### config.mk
export PLATFORM = sky130hd
export DESIGN_NAME = ncrc_ctrl
export DESIGN_NICKNAME = d
export VERILOG_FILES = /design/src/ncrc_pkg.sv /design/src/ncrc_ctrl.sv
export SDC_FILE = /design/constraint.sdc
export NUM_CORES = 1
export LEC_CHECK = 0
export BUFFER_PORTS_ARGS = -buffer_cell sky130_fd_sc_hd__buf_4
export CAP_MARGIN = 40
export CORE_UTILIZATION = 55
export DETAILED_ROUTE_END_ITERATION = 7
export PLACE_DENSITY = 0.78
export SLEW_MARGIN = 20
export SYNTH_ARGS = -nofsm -noshare
export SYNTH_HDL_FRONTEND = slang
export SYNTH_SLANG_ARGS = --single-unit
### constraint.sdc
create_clock -name clk -period 4.8 [get_ports clk]
set_clock_uncertainty 0.05 [all_clocks]
set_input_delay 0.24 -clock clk [delete_from_list [all_inputs] [get_ports clk]]
set_output_delay 0.24 -clock clk [all_outputs]
set_load 0.1 [all_outputs]
### src/ncrc_pkg.sv
// Shared types, constants and fixed-point helpers for the Newton cubic root classifier.
// Used by the controller, the datapath and the divider lanes. No dependencies.
package ncrc_pkg;

  localparam int FRAC_BITS = 28;
  localparam int DIV_STEPS = 31;

  localparam logic signed [65:0] S32_MAX = 66'sd2147483647;
  localparam logic signed [65:0] S32_MIN = -66'sd2147483648;

  typedef enum logic [2:0] {
    CFG_ROOT0_RE,
    CFG_ROOT0_IM,
    CFG_ROOT1_RE,
    CFG_ROOT1_IM,
    CFG_ROOT2_RE,
    CFG_ROOT2_IM,
    CFG_TOLERANCE,
    CFG_MAX_ITER
  } cfg_idx_t;

  typedef enum logic [4:0] {
    MS_BR_CR, MS_BI_CI, MS_BR_CI, MS_BI_CR,
    MS_AR_CR, MS_AI_CI, MS_AR_CI, MS_AI_CR,
    MS_AR_BR, MS_AI_BI, MS_AR_BI, MS_AI_BR,
    MS_AR_BCR, MS_AI_BCI, MS_AR_BCI, MS_AI_BCR,
    MS_DR_DR, MS_DI_DI,
    MS_VR_DR, MS_VI_DI, MS_VI_DR, MS_VR_DI,
    MS_ER_ER, MS_EI_EI, MS_TOL_SQ,
    MS_DX0, MS_DY0, MS_DX1, MS_DY1, MS_DX2, MS_DY2
  } mstep_t;

  typedef enum logic [3:0] {
    S_IDLE, S_TEST, S_ABC, S_MUL_A, S_CHK, S_DIVI, S_DIV, S_UPD,
    S_MUL_C, S_CONVW, S_DEC, S_MUL_D, S_DISTW, S_FIN
  } state_t;

  typedef struct packed {
    logic   load;
    logic   abc;
    logic   mul_en;
    mstep_t mstep;
    logic   div_init;
    logic   div_step;
    logic   upd;
    logic   set_zder;
    logic   out_load;
  } cmd_t;

  typedef struct packed {
    logic at_limit;
    logic den_zero;
    logic conv;
  } status_t;

  function automatic logic signed [31:0] sat32(input logic signed [65:0] x);
    logic signed [65:0] y;
    begin
      y = x;
      if (x > S32_MAX) y = S32_MAX;
      if (x < S32_MIN) y = S32_MIN;
      return y[31:0];
    end
  endfunction

  function automatic logic signed [32:0] ext33(input logic signed [31:0] x);
    return {x[31], x};
  endfunction

  function automatic logic signed [31:0] sat_add(input logic signed [31:0] a,
                                                 input logic signed [31:0] b);
    logic signed [32:0] s;
    begin
      s = ext33(a) + ext33(b);
      return sat32({{33{s[32]}}, s});
    end
  endfunction

  function automatic logic signed [31:0] sat_sub(input logic signed [31:0] a,
                                                 input logic signed [31:0] b);
    logic signed [32:0] s;
    begin
      s = ext33(a) - ext33(b);
      return sat32({{33{s[32]}}, s});
    end
  endfunction

  // Product scaled down with rounding toward minus infinity, then saturated.
  function automatic logic signed [31:0] fmul(input logic signed [65:0] p);
    logic signed [65:0] sh;
    begin
      sh = p >>> FRAC_BITS;
      return sat32(sh);
    end
  endfunction

endpackage

### src/ncrc_ctrl.sv
// Controller state machine: sequences multiplier steps, divisions and the handshakes.
// Depends on ncrc_pkg.
module ncrc_ctrl
  import ncrc_pkg::*;
(
  input  logic    clk,
  input  logic    rst_n,
  input  logic    in_valid,
  output logic    in_ready,
  output logic    out_valid,
  input  logic    out_ready,
  input  status_t status,
  output cmd_t    cmd
);

  state_t     state_r, state_nxt;
  mstep_t     step_r, step_nxt;
  logic [4:0] cnt_r, cnt_nxt;
  logic       ovalid_r, ovalid_nxt;

  always_ff @(posedge clk) begin
    if (!rst_n) begin
      state_r  <= S_IDLE;
      step_r   <= MS_BR_CR;
      cnt_r    <= '0;
      ovalid_r <= 1'b0;
    end else begin
      state_r  <= state_nxt;
      step_r   <= step_nxt;
      cnt_r    <= cnt_nxt;
      ovalid_r <= ovalid_nxt;
    end
  end

  always_comb begin
    state_nxt = state_r;
    step_nxt  = step_r;
    cnt_nxt   = cnt_r;
    cmd       = '0;
    cmd.mstep = step_r;
    in_ready  = 1'b0;
    unique case (state_r)
      S_IDLE: begin
        in_ready = 1'b1;
        if (in_valid) begin
          cmd.load  = 1'b1;
          state_nxt = S_TEST;
        end
      end
      S_TEST: begin
        if (status.at_limit) begin
          step_nxt  = MS_DX0;
          state_nxt = S_MUL_D;
        end else begin
          state_nxt = S_ABC;
        end
      end
      S_ABC: begin
        cmd.abc   = 1'b1;
        step_nxt  = MS_BR_CR;
        state_nxt = S_MUL_A;
      end
      S_MUL_A: begin
        cmd.mul_en = 1'b1;
        if (step_r == MS_VR_DI) state_nxt = S_CHK;
        else step_nxt = mstep_t'(step_r + 5'd1);
      end
      S_CHK: begin
        if (status.den_zero) begin
          cmd.set_zder = 1'b1;
          step_nxt     = MS_DX0;
          state_nxt    = S_MUL_D;
        end else begin
          state_nxt = S_DIVI;
        end
      end
      S_DIVI: begin
        cmd.div_init = 1'b1;
        cnt_nxt      = '0;
        state_nxt    = S_DIV;
      end
      S_DIV: begin
        cmd.div_step = 1'b1;
        cnt_nxt      = cnt_r + 5'd1;
        if (cnt_r == 5'(DIV_STEPS - 1)) state_nxt = S_UPD;
      end
      S_UPD: begin
        cmd.upd   = 1'b1;
        step_nxt  = MS_ER_ER;
        state_nxt = S_MUL_C;
      end
      S_MUL_C: begin
        cmd.mul_en = 1'b1;
        if (step_r == MS_TOL_SQ) state_nxt = S_CONVW;
        else step_nxt = mstep_t'(step_r + 5'd1);
      end
      S_CONVW: state_nxt = S_DEC;
      S_DEC: begin
        if (status.conv) begin
          step_nxt  = MS_DX0;
          state_nxt = S_MUL_D;
        end else begin
          state_nxt = S_TEST;
        end
      end
      S_MUL_D: begin
        cmd.mul_en = 1'b1;
        if (step_r == MS_DY2) state_nxt = S_DISTW;
        else step_nxt = mstep_t'(step_r + 5'd1);
      end
      S_DISTW: state_nxt = S_FIN;
      S_FIN: begin
        if (!ovalid_r || out_ready) begin
          cmd.out_load = 1'b1;
          state_nxt    = S_IDLE;
        end
      end
      default: state_nxt = S_IDLE;
    endcase
    ovalid_nxt = cmd.out_load ? 1'b1 : (out_ready ? 1'b0 : ovalid_r);
  end

  assign out_valid = ovalid_r;

endmodule

==> results.yml, run 1 <==
logic_synthesis:
  yosysSeqAreaShare: 0.2245
  syn_avg_cell_area_um2: 7.868
  synth.top_cell.area_share: 0.2245
  ys_seq_elements: 15
  synth_top_flop_cell: "dfxtp_1"
  ys_top_cells_by_area: "dfxtp_1 (22%), a21oi_1 (6.4%), ha_1 (5.6%)"
  synth.cell_area_um2: 1338
  synth_edf_count: 0
  yosys-top-cells-count: "a21oi_1 (17), dfxtp_1 (15), nand2_1 (15), nor2_1 (15), nand3_1 (8)"
  yosysTopAreaCell: "dfxtp_1"
  syn_nets: 183
  synth.distinct_cells: 52
  synth_warnings: 0
  synth-async-reset-ratio: 0
  syn-instance-count: 170
  synth.most_common_cell: "a21oi_1"
finish:
  drive_above_1_share: 0.2541
  nNetsFinal: 199
  antenna_cells: 0
  area_growth_syn_to_layout_pct: 12.91
routing:
  wl_per_cell_um: 14.83
  vias_per_cell: 6.019
  dr.first_iter.drc_count: 32
  ant_nets: 0
  vias: 1282
  drt_pass1_iterations: 4
  drc_errors: 0
  wirelength_um: 3158
sta:
  setup_tns_ps: 0
  slew_violations: 0
  period_share: 0.5036
  fmax_mhz: 413.7
  max_slew_margin: 0.4728
  worst_pin_slew_ps: 789.8
  hold_violations: 0
  finalSetupViolCount: 0
  finalCriticalPeriod_ps: 2417
  grt_setup_unrepaired: "no"
clock_tree:
  htreeDepth: 1
  cts_num_sinks: 15
  root_buffer: "clkbuf_4"
  cts_hold_buf: 0
  cts_tree: "built"
  clk_pin_slew_worst_paths_ps: 90
  numCtsBuffers: 3
  cts_buffer_depth: 2
  post_cts_resized: 0
  post_cts_buffers: 0
  clk_latency_ps: 290
power:
  power_density_nw_per_um2: 697.5
  power_leakage_nw: 0.6133
  finalPower_w: 0.001053
  vdd_ir_drop_max_mv: 0.5380
placed_design:
  gp_congestion: 0.8576
  post-dp-hpwl_um: 2316
  port-buffer-count: 21
hold_path:
  min_path_type: "in -> reg"
floorplan:
  ios: 22
  die_x_um: 51.32
  row_count: 17
  die_height_um: 51.32
  coreArea_um2: 2255
  initial_utilization: 0.5932
  die_area_um2: 2633
global_route:
  grt-ovfl-total: 0
  grt_pass1_wl_um: 5237
  grt_max_degree: 29
  grt_pass1_vias: 1169
  grt_use_total: 0.2647
  antenna_found_initial: 0
flow_run:
  maxCapViolCount: 0
worst_setup_path:
  cp-end-kind: "primary output"
  startpoint_type: "flip-flop"
  crit_arrival_ps: 2130
  worstPathRequired_ps: 4510
  crit_fanout: 22
  criticalPathCategory: "reg -> out"
run_status:
  status: "completed"
## flip-flops by register name, summed over array words and instances, names as in the netlist
signal	flops
step_r	5
cnt_r	5
state_r	4
out_valid	1
## where the power goes
group / switching [W] / total, W / internal, W
clock network: 0.0000449 / 0.0000760 / 0.0000310
logic: 0.000501 / 0.000741 / 0.000240
registers: 0.0000846 / 0.000237 / 0.000152
total: 0.000631 / 0.00105 / 0.000423
## worst paths after layout
check / from / to / slack (ps) / depth (start not counted)
max: state_r[3] / cmd[10] / 2380 / 3
min: rst_n / state_r[2] / 190 / 2
max reg2reg: state_r[1] / step_r[2] / 2710 / 5
min reg2reg: cnt_r[4] / cnt_r[4] / 460 / 2
## worst max-delay path: stages (launching register included)
cell and delay (ps):
dfxtp_1 810, or3b_4 490, a21oi_4 200, buf_4 320
## final cells by class
cell class	instances	area [µm²]
clock inverters	1	5.005
multi-input cells	134	925.9
fillers	215	744.5
inverters	9	33.78
repair buffers	23	187.7
well taps	28	35.03
clock buffers	3	22.52
flip-flops and latches	15	300.3
## kinds of logic after synthesis
family	Yosys count	synth area share
muxes	3	0.02245
and+or+nand+nor	75	0.3255
AOI/OAI and AO/OA	48	0.2704
buffers and inverters	21	0.08794
adders and majority gates	6	0.05613
xor gates and xnor gates	2	0.01310
DFF	15	0.2245
## cells in the final DEF (no fill, tap or decap), drive strengths merged, types with 4 or more instances in the layout
cell type and instances:
a211oi 4, a21o 4, a21oi 20, buf 23
dfxtp 15, ha 6, inv 9, nand2 15
nand2b 4, nand3 9, nor2 17, nor3 4
nor3b 4, o21ai 5
## metal layers
layer	part of all wire	GRT usage
met3	0.041	0.06548
met4	0.0092	0.04955
met2	0.49	0.4496
met1	0.46	0.3393
met5	0	0
## metrics by stage
stage,hold WS [ps],setup slack [ps],area (µm²),instances,utilization
3_5_place_dp,435.0,2640,1468,208,0.6509
2_1_floorplan,398.0,1057,1344,170,-
4_1_cts,184.5,2310,1495,212,0.6632
3_3_place_gp,407.9,2663,1453,207,0.6443
6_report,193.0,2383,1510,213,0.6698
5_1_grt,181.6,2282,1510,213,0.6698
(Power assumes the default switching activity.)
==> inputs of run 2 (changes only) <==
- clock period: 4.8 -> 2.37 ns (I/O delays scaled with it)
==> run 2 against run 1 <==
Hold slack got worse by 110 ps. Sequential share of layout area decreased by 0.26 points. Combinational power increased by 110%. Register-to-register slack got worse by 2500 ps. Highest routed layer unchanged. Die area unchanged. Final area increased by 2.2%. Flip-flop and latch count unchanged.
==> results.yml, run 2 (same netlist as run 1, synthesis figures left out) <==
run_status:
  status: "completed"
worst_setup_path:
  crit_fanout: 20
  timing.rr.end: "step_r[2]"
  reg2reg_depth: 5
  r2r_setup_slack_ps: 250
  cp-end-kind: "primary output"
  crit_path_end: "cmd[10]"
  crit_arrival_ps: 2010
  criticalPathCategory: "reg -> out"
  r2r-start: "state_r[1]"
  worstPathRequired_ps: 2200
  startpoint: "state_r[1]"
  startpoint_type: "flip-flop"
hold_path:
  min_path_type: "in -> reg"
  holdPathStages: 2
sta:
  fmax_mhz: 459.7
  hold_violations: 0
  finalSetupViolCount: 0
  worst_pin_slew_ps: 698.2
  grt_setup_unrepaired: "no"
  setup_ws_ps: 194.5
  max_slew_margin: 0.5339
  period_share: 0.9179
  finalCriticalPeriod_ps: 2175
  slew_violations: 0
finish:
  antenna_cells: 0
  finalNonFillerCells: 217
  layout_commonest_cell: "buf_4"
  nNetsFinal: 203
  area_growth_syn_to_layout_pct: 15.34
  final_area_um2: 1543
  largestRegisters: "cnt_r (5), step_r (5), state_r (4)"
  drive_above_1_share: 0.2857
  mostFrequentLayoutCells: "buf_4 (27), a21oi_1 (17), nand2_1 (15), nor2_1 (14), dfxtp_1 (13)"
power:
  finalPower_w: 0.002184
  power_density_nw_per_um2: 1416
  vdd_ir_drop_max_mv: 1.181
  power_leakage_nw: 0.6332
routing:
  drc_errors: 0
  vias_per_cell: 6.051
  wirelength_um: 3250
  drt_pass1_iterations: 4
  vias: 1313
  dr.first_iter.drc_count: 44
  wl_per_cell_um: 14.98
  ant_nets: 0
flow_run:
  maxCapViolCount: 0
floorplan:
  initial_utilization: 0.5932
  die_height_um: 51.32
  coreArea_um2: 2255
  ios: 22
  row_count: 17
  die_area_um2: 2633
  die_x_um: 51.32
clock_tree:
  cts_buffer_depth: 2
  root_buffer: "clkbuf_4"
  numCtsBuffers: 3
  htreeDepth: 1
  clk_pin_slew_worst_paths_ps: 90
  cts_hold_buf: 0
  post_cts_buffers: 0
  clk_latency_ps: 280
  post_cts_resized: 0
  cts_tree: "built"
  cts_num_sinks: 15
global_route:
  grt_max_degree: 21
  grt_use_total: 0.2663
  grt-ovfl-total: 0
  antenna_found_initial: 0
  grt_pass1_vias: 1138
  grt_pass1_wl_um: 5292
placed_design:
  gp_congestion: 0.8144
  post-dp-hpwl_um: 2505
  place_area_um2: 1516
  port-buffer-count: 21
  dp.cells: 213
  dp_slack_ps: 302.3
==> run 2: cell type report <==
| cell class | instances | area, µm² |
|---|---|---|
| sequential | 15 | 302.8 |
| timing repair buffer | 27 | 202.7 |
| tap | 28 | 35.03 |
| clock buffer | 4 | 26.28 |
| fill | 193 | 711.9 |
| multi-input combinational | 134 | 942.2 |
| inverter | 9 | 33.78 |
==> run 2: critical path, stage by stage (launching register included) <==
cell and delay [ps]:
dfxtp_1 780, nand2_1 340, a21oi_4 270, buf_4 320
==> run 2: routing by layer <==
metal | routed length, µm | track usage
met5 | 0 | 0
met4 | 12 | 0.03604
met3 | 103 | 0.05655
met2 | 1570 | 0.4474
met1 | 1564 | 0.3568
==> run 2: power breakdown <==
| part | internal (W) | switching, W | total, W |
|---|---|---|---|
| logic | 0.000507 | 0.00104 | 0.00155 |
| clock network | 0.0000653 | 0.0000838 | 0.000149 |
| registers | 0.000310 | 0.000173 | 0.000483 |
==> run 2: worst min path at each step <==
| stage | to | start | slack [ps] |
|---|---|---|---|
| floorplan | out_valid | out_ready | 310 |
| global route | state_r[2] | rst_n | 80 |
| finish | state_r[2] | rst_n | 80 |
| global placement | state_r[2] | rst_n | 370 |
| CTS | state_r[2] | rst_n | 80 |
| detailed placement | state_r[2] | rst_n | 380 |
==> run 2: through the flow <==
stage / TNS [ps] / util / hold WS, ps
after floorplan: -557.5 / - / 310.6
after global routing: 0 / 0.6842 / 79.77
final: 0 / 0.6842 / 83.90
after CTS: 0 / 0.6842 / 79.86
after detailed placement: 0 / 0.6726 / 381.6
after global placement: 0 / 0.6726 / 373.7
==> inputs of run 3 (changes only) <==
==> constraint.sdc (replaced) <==
create_clock -name clk -period 2.37 [get_ports clk]
set_clock_uncertainty 0.05 [all_clocks]
set_input_delay 0.3555 -clock clk [delete_from_list [all_inputs] [get_ports clk]]
set_output_delay 0.3555 -clock clk [all_outputs]
set_load 0.1 [all_outputs]
==> run 3 against run 2 <==
Routed wire length fell by 5.4%. Worst setup slack improved by 54 ps. Fmax rose by 2.5%.
==> results.yml, run 3 (same netlist as run 1, synthesis figures left out) <==
sta:
  worst_pin_slew_ps: 442.7
  setup_ws_ps: 248.3
  finalSetupViolCount: 0
  slew_violations: 0
  grt_setup_unrepaired: "no"
  fmax_mhz: 471.3
  finalCriticalPeriod_ps: 2122
  max_slew_margin: 0.7048
  period_share: 0.8952
  setup_tns_ps: 0
  fin_hold_ws_ps: 311.9
  hold_violations: 0
floorplan:
  ios: 22
  die_x_um: 51.32
  coreArea_um2: 2255
  initial_utilization: 0.5932
  row_count: 17
  die_area_um2: 2633
  die_height_um: 51.32
routing:
  drt_pass1_iterations: 4
  vias_per_cell: 6.093
  ant_nets: 0
  dr.max_layer_used: "met4"
  dr.first_iter.drc_count: 48
  wl_met1_um: 1286
  wl_met2_um: 1498
  drc_errors: 0
  vias: 1310
  wl_per_cell_um: 14.31
  wl_met3_um: 234
  wirelength_um: 3076
clock_tree:
  post_cts_buffers: 0
  cts_tree: "built"
  numCtsBuffers: 3
  root_buffer: "clkbuf_4"
  htreeDepth: 1
  clk_pin_slew_worst_paths_ps: 90
  cts_num_sinks: 15
  cts_buffer_depth: 2
  clk_latency_ps: 290
global_route:
  grt_pass1_vias: 1192
  grt_pass1_wl_um: 5085
  antenna_found_initial: 0
  grt_max_degree: 26
  grt_use_total: 0.2565
  grt-ovfl-total: 0
worst_setup_path:
  cp-end-kind: "primary output"
  crit_arrival_ps: 1720
  criticalPathCategory: "reg -> out"
  worstPathRequired_ps: 1960
  startpoint_type: "flip-flop"
  crit_fanout: 25
placed_design:
  port-buffer-count: 21
  dp_slack_ps: 311.7
  place_area_um2: 1506
  gp_congestion: 0.8736
  post-dp-hpwl_um: 2362
hold_path:
  min_path_type: "in -> reg"
finish:
  area_growth_syn_to_layout_pct: 14.97
  layout_commonest_cell: "buf_4"
  final_area_um2: 1538
  final.fill_count: 200
  drive_above_1_share: 0.3048
  antenna_cells: 0
  mostFrequentLayoutCells: "buf_4 (25), a21oi_1 (17), nand2_1 (15), nor2_1 (14), dfxtp_1 (10)"
  nNetsFinal: 201
  largestRegisters: "cnt_r (5), step_r (5), state_r (4)"
power:
  vdd_ir_drop_max_mv: 1.264
  finalPower_w: 0.002163
  power_density_nw_per_um2: 1407
  power_leakage_nw: 0.6275
flow_run:
  maxCapViolCount: 0
run_status:
  status: "completed"
[run 3: cell count changes in the layout (fill, tap and decap cells not counted)]
cell	before	now
dfxtp_1	13	10
clkinv_2	0	1
and2_1	1	0
buf_4	27	25
dfxtp_2	2	4
and2_4	0	1
dfxtp_4	0	1
clkbuf_1	1	0
[run 3: path summary, 6_finish.rpt]
check             slack (ps)  depth (start not counted)    endpoint  startpoint
setup / recovery         250                          3     cmd[10]  state_r[1]
hold / removal           310                          2  state_r[2]       rst_n
setup reg to reg         430                          7   step_r[2]   step_r[0]
hold reg to reg          440                          2    cnt_r[4]    cnt_r[4]
[run 3: report_power, final]
| part | total, W | leakage [nW] | internal (W) | switching (W) |
|---|---|---|---|---|
| logic | 0.00152 | 0.485 | 0.000498 | 0.00102 |
| registers | 0.000502 | 0.125 | 0.000318 | 0.000184 |
| clock network | 0.000144 | 0.0177 | 0.0000627 | 0.0000812 |
| total | 0.00216 | 0.628 | 0.000878 | 0.00129 |
[run 3: worst max-delay path, stage by stage, from the launching register on]
cell     delay (ps)
dfxtp_2         470
or3b_4          460
a21oi_4         180
buf_4           320
[run 3: area by class of cell]
type / count / area, µm² / area share
clock buffers: 3 / 22.52 / 0.01465
clock inverters: 1 / 5.005 / 0.003255
inverters: 9 / 33.78 / 0.02197
multi-input cells: 134 / 944.7 / 0.6143
flip-flops and latches: 15 / 309.0 / 0.2010
well taps: 28 / 35.03 / 0.02278
repair buffers: 25 / 187.7 / 0.1221
[run 3: metrics by stage]
step / instances / util
finish: 215 / 0.6820
detailed placement: 211 / 0.6681
global placement: 211 / 0.6681
global route: 215 / 0.6820
floorplan: 170 / -
CTS: 215 / 0.6804
[run 3: repair_timing]
item                                   CTS  global route
endpoints found under the hold margin    0             0
resized for setup                        0             2
hold buffers                             0             0
setup endpoints to repair                0             6
[run 3: metal layers]
layer  track usage  up-vias
met5             0        -
met1        0.3032      604
met4        0.1036        0
met3       0.05357        6
li1              -      648
met2        0.4474       52
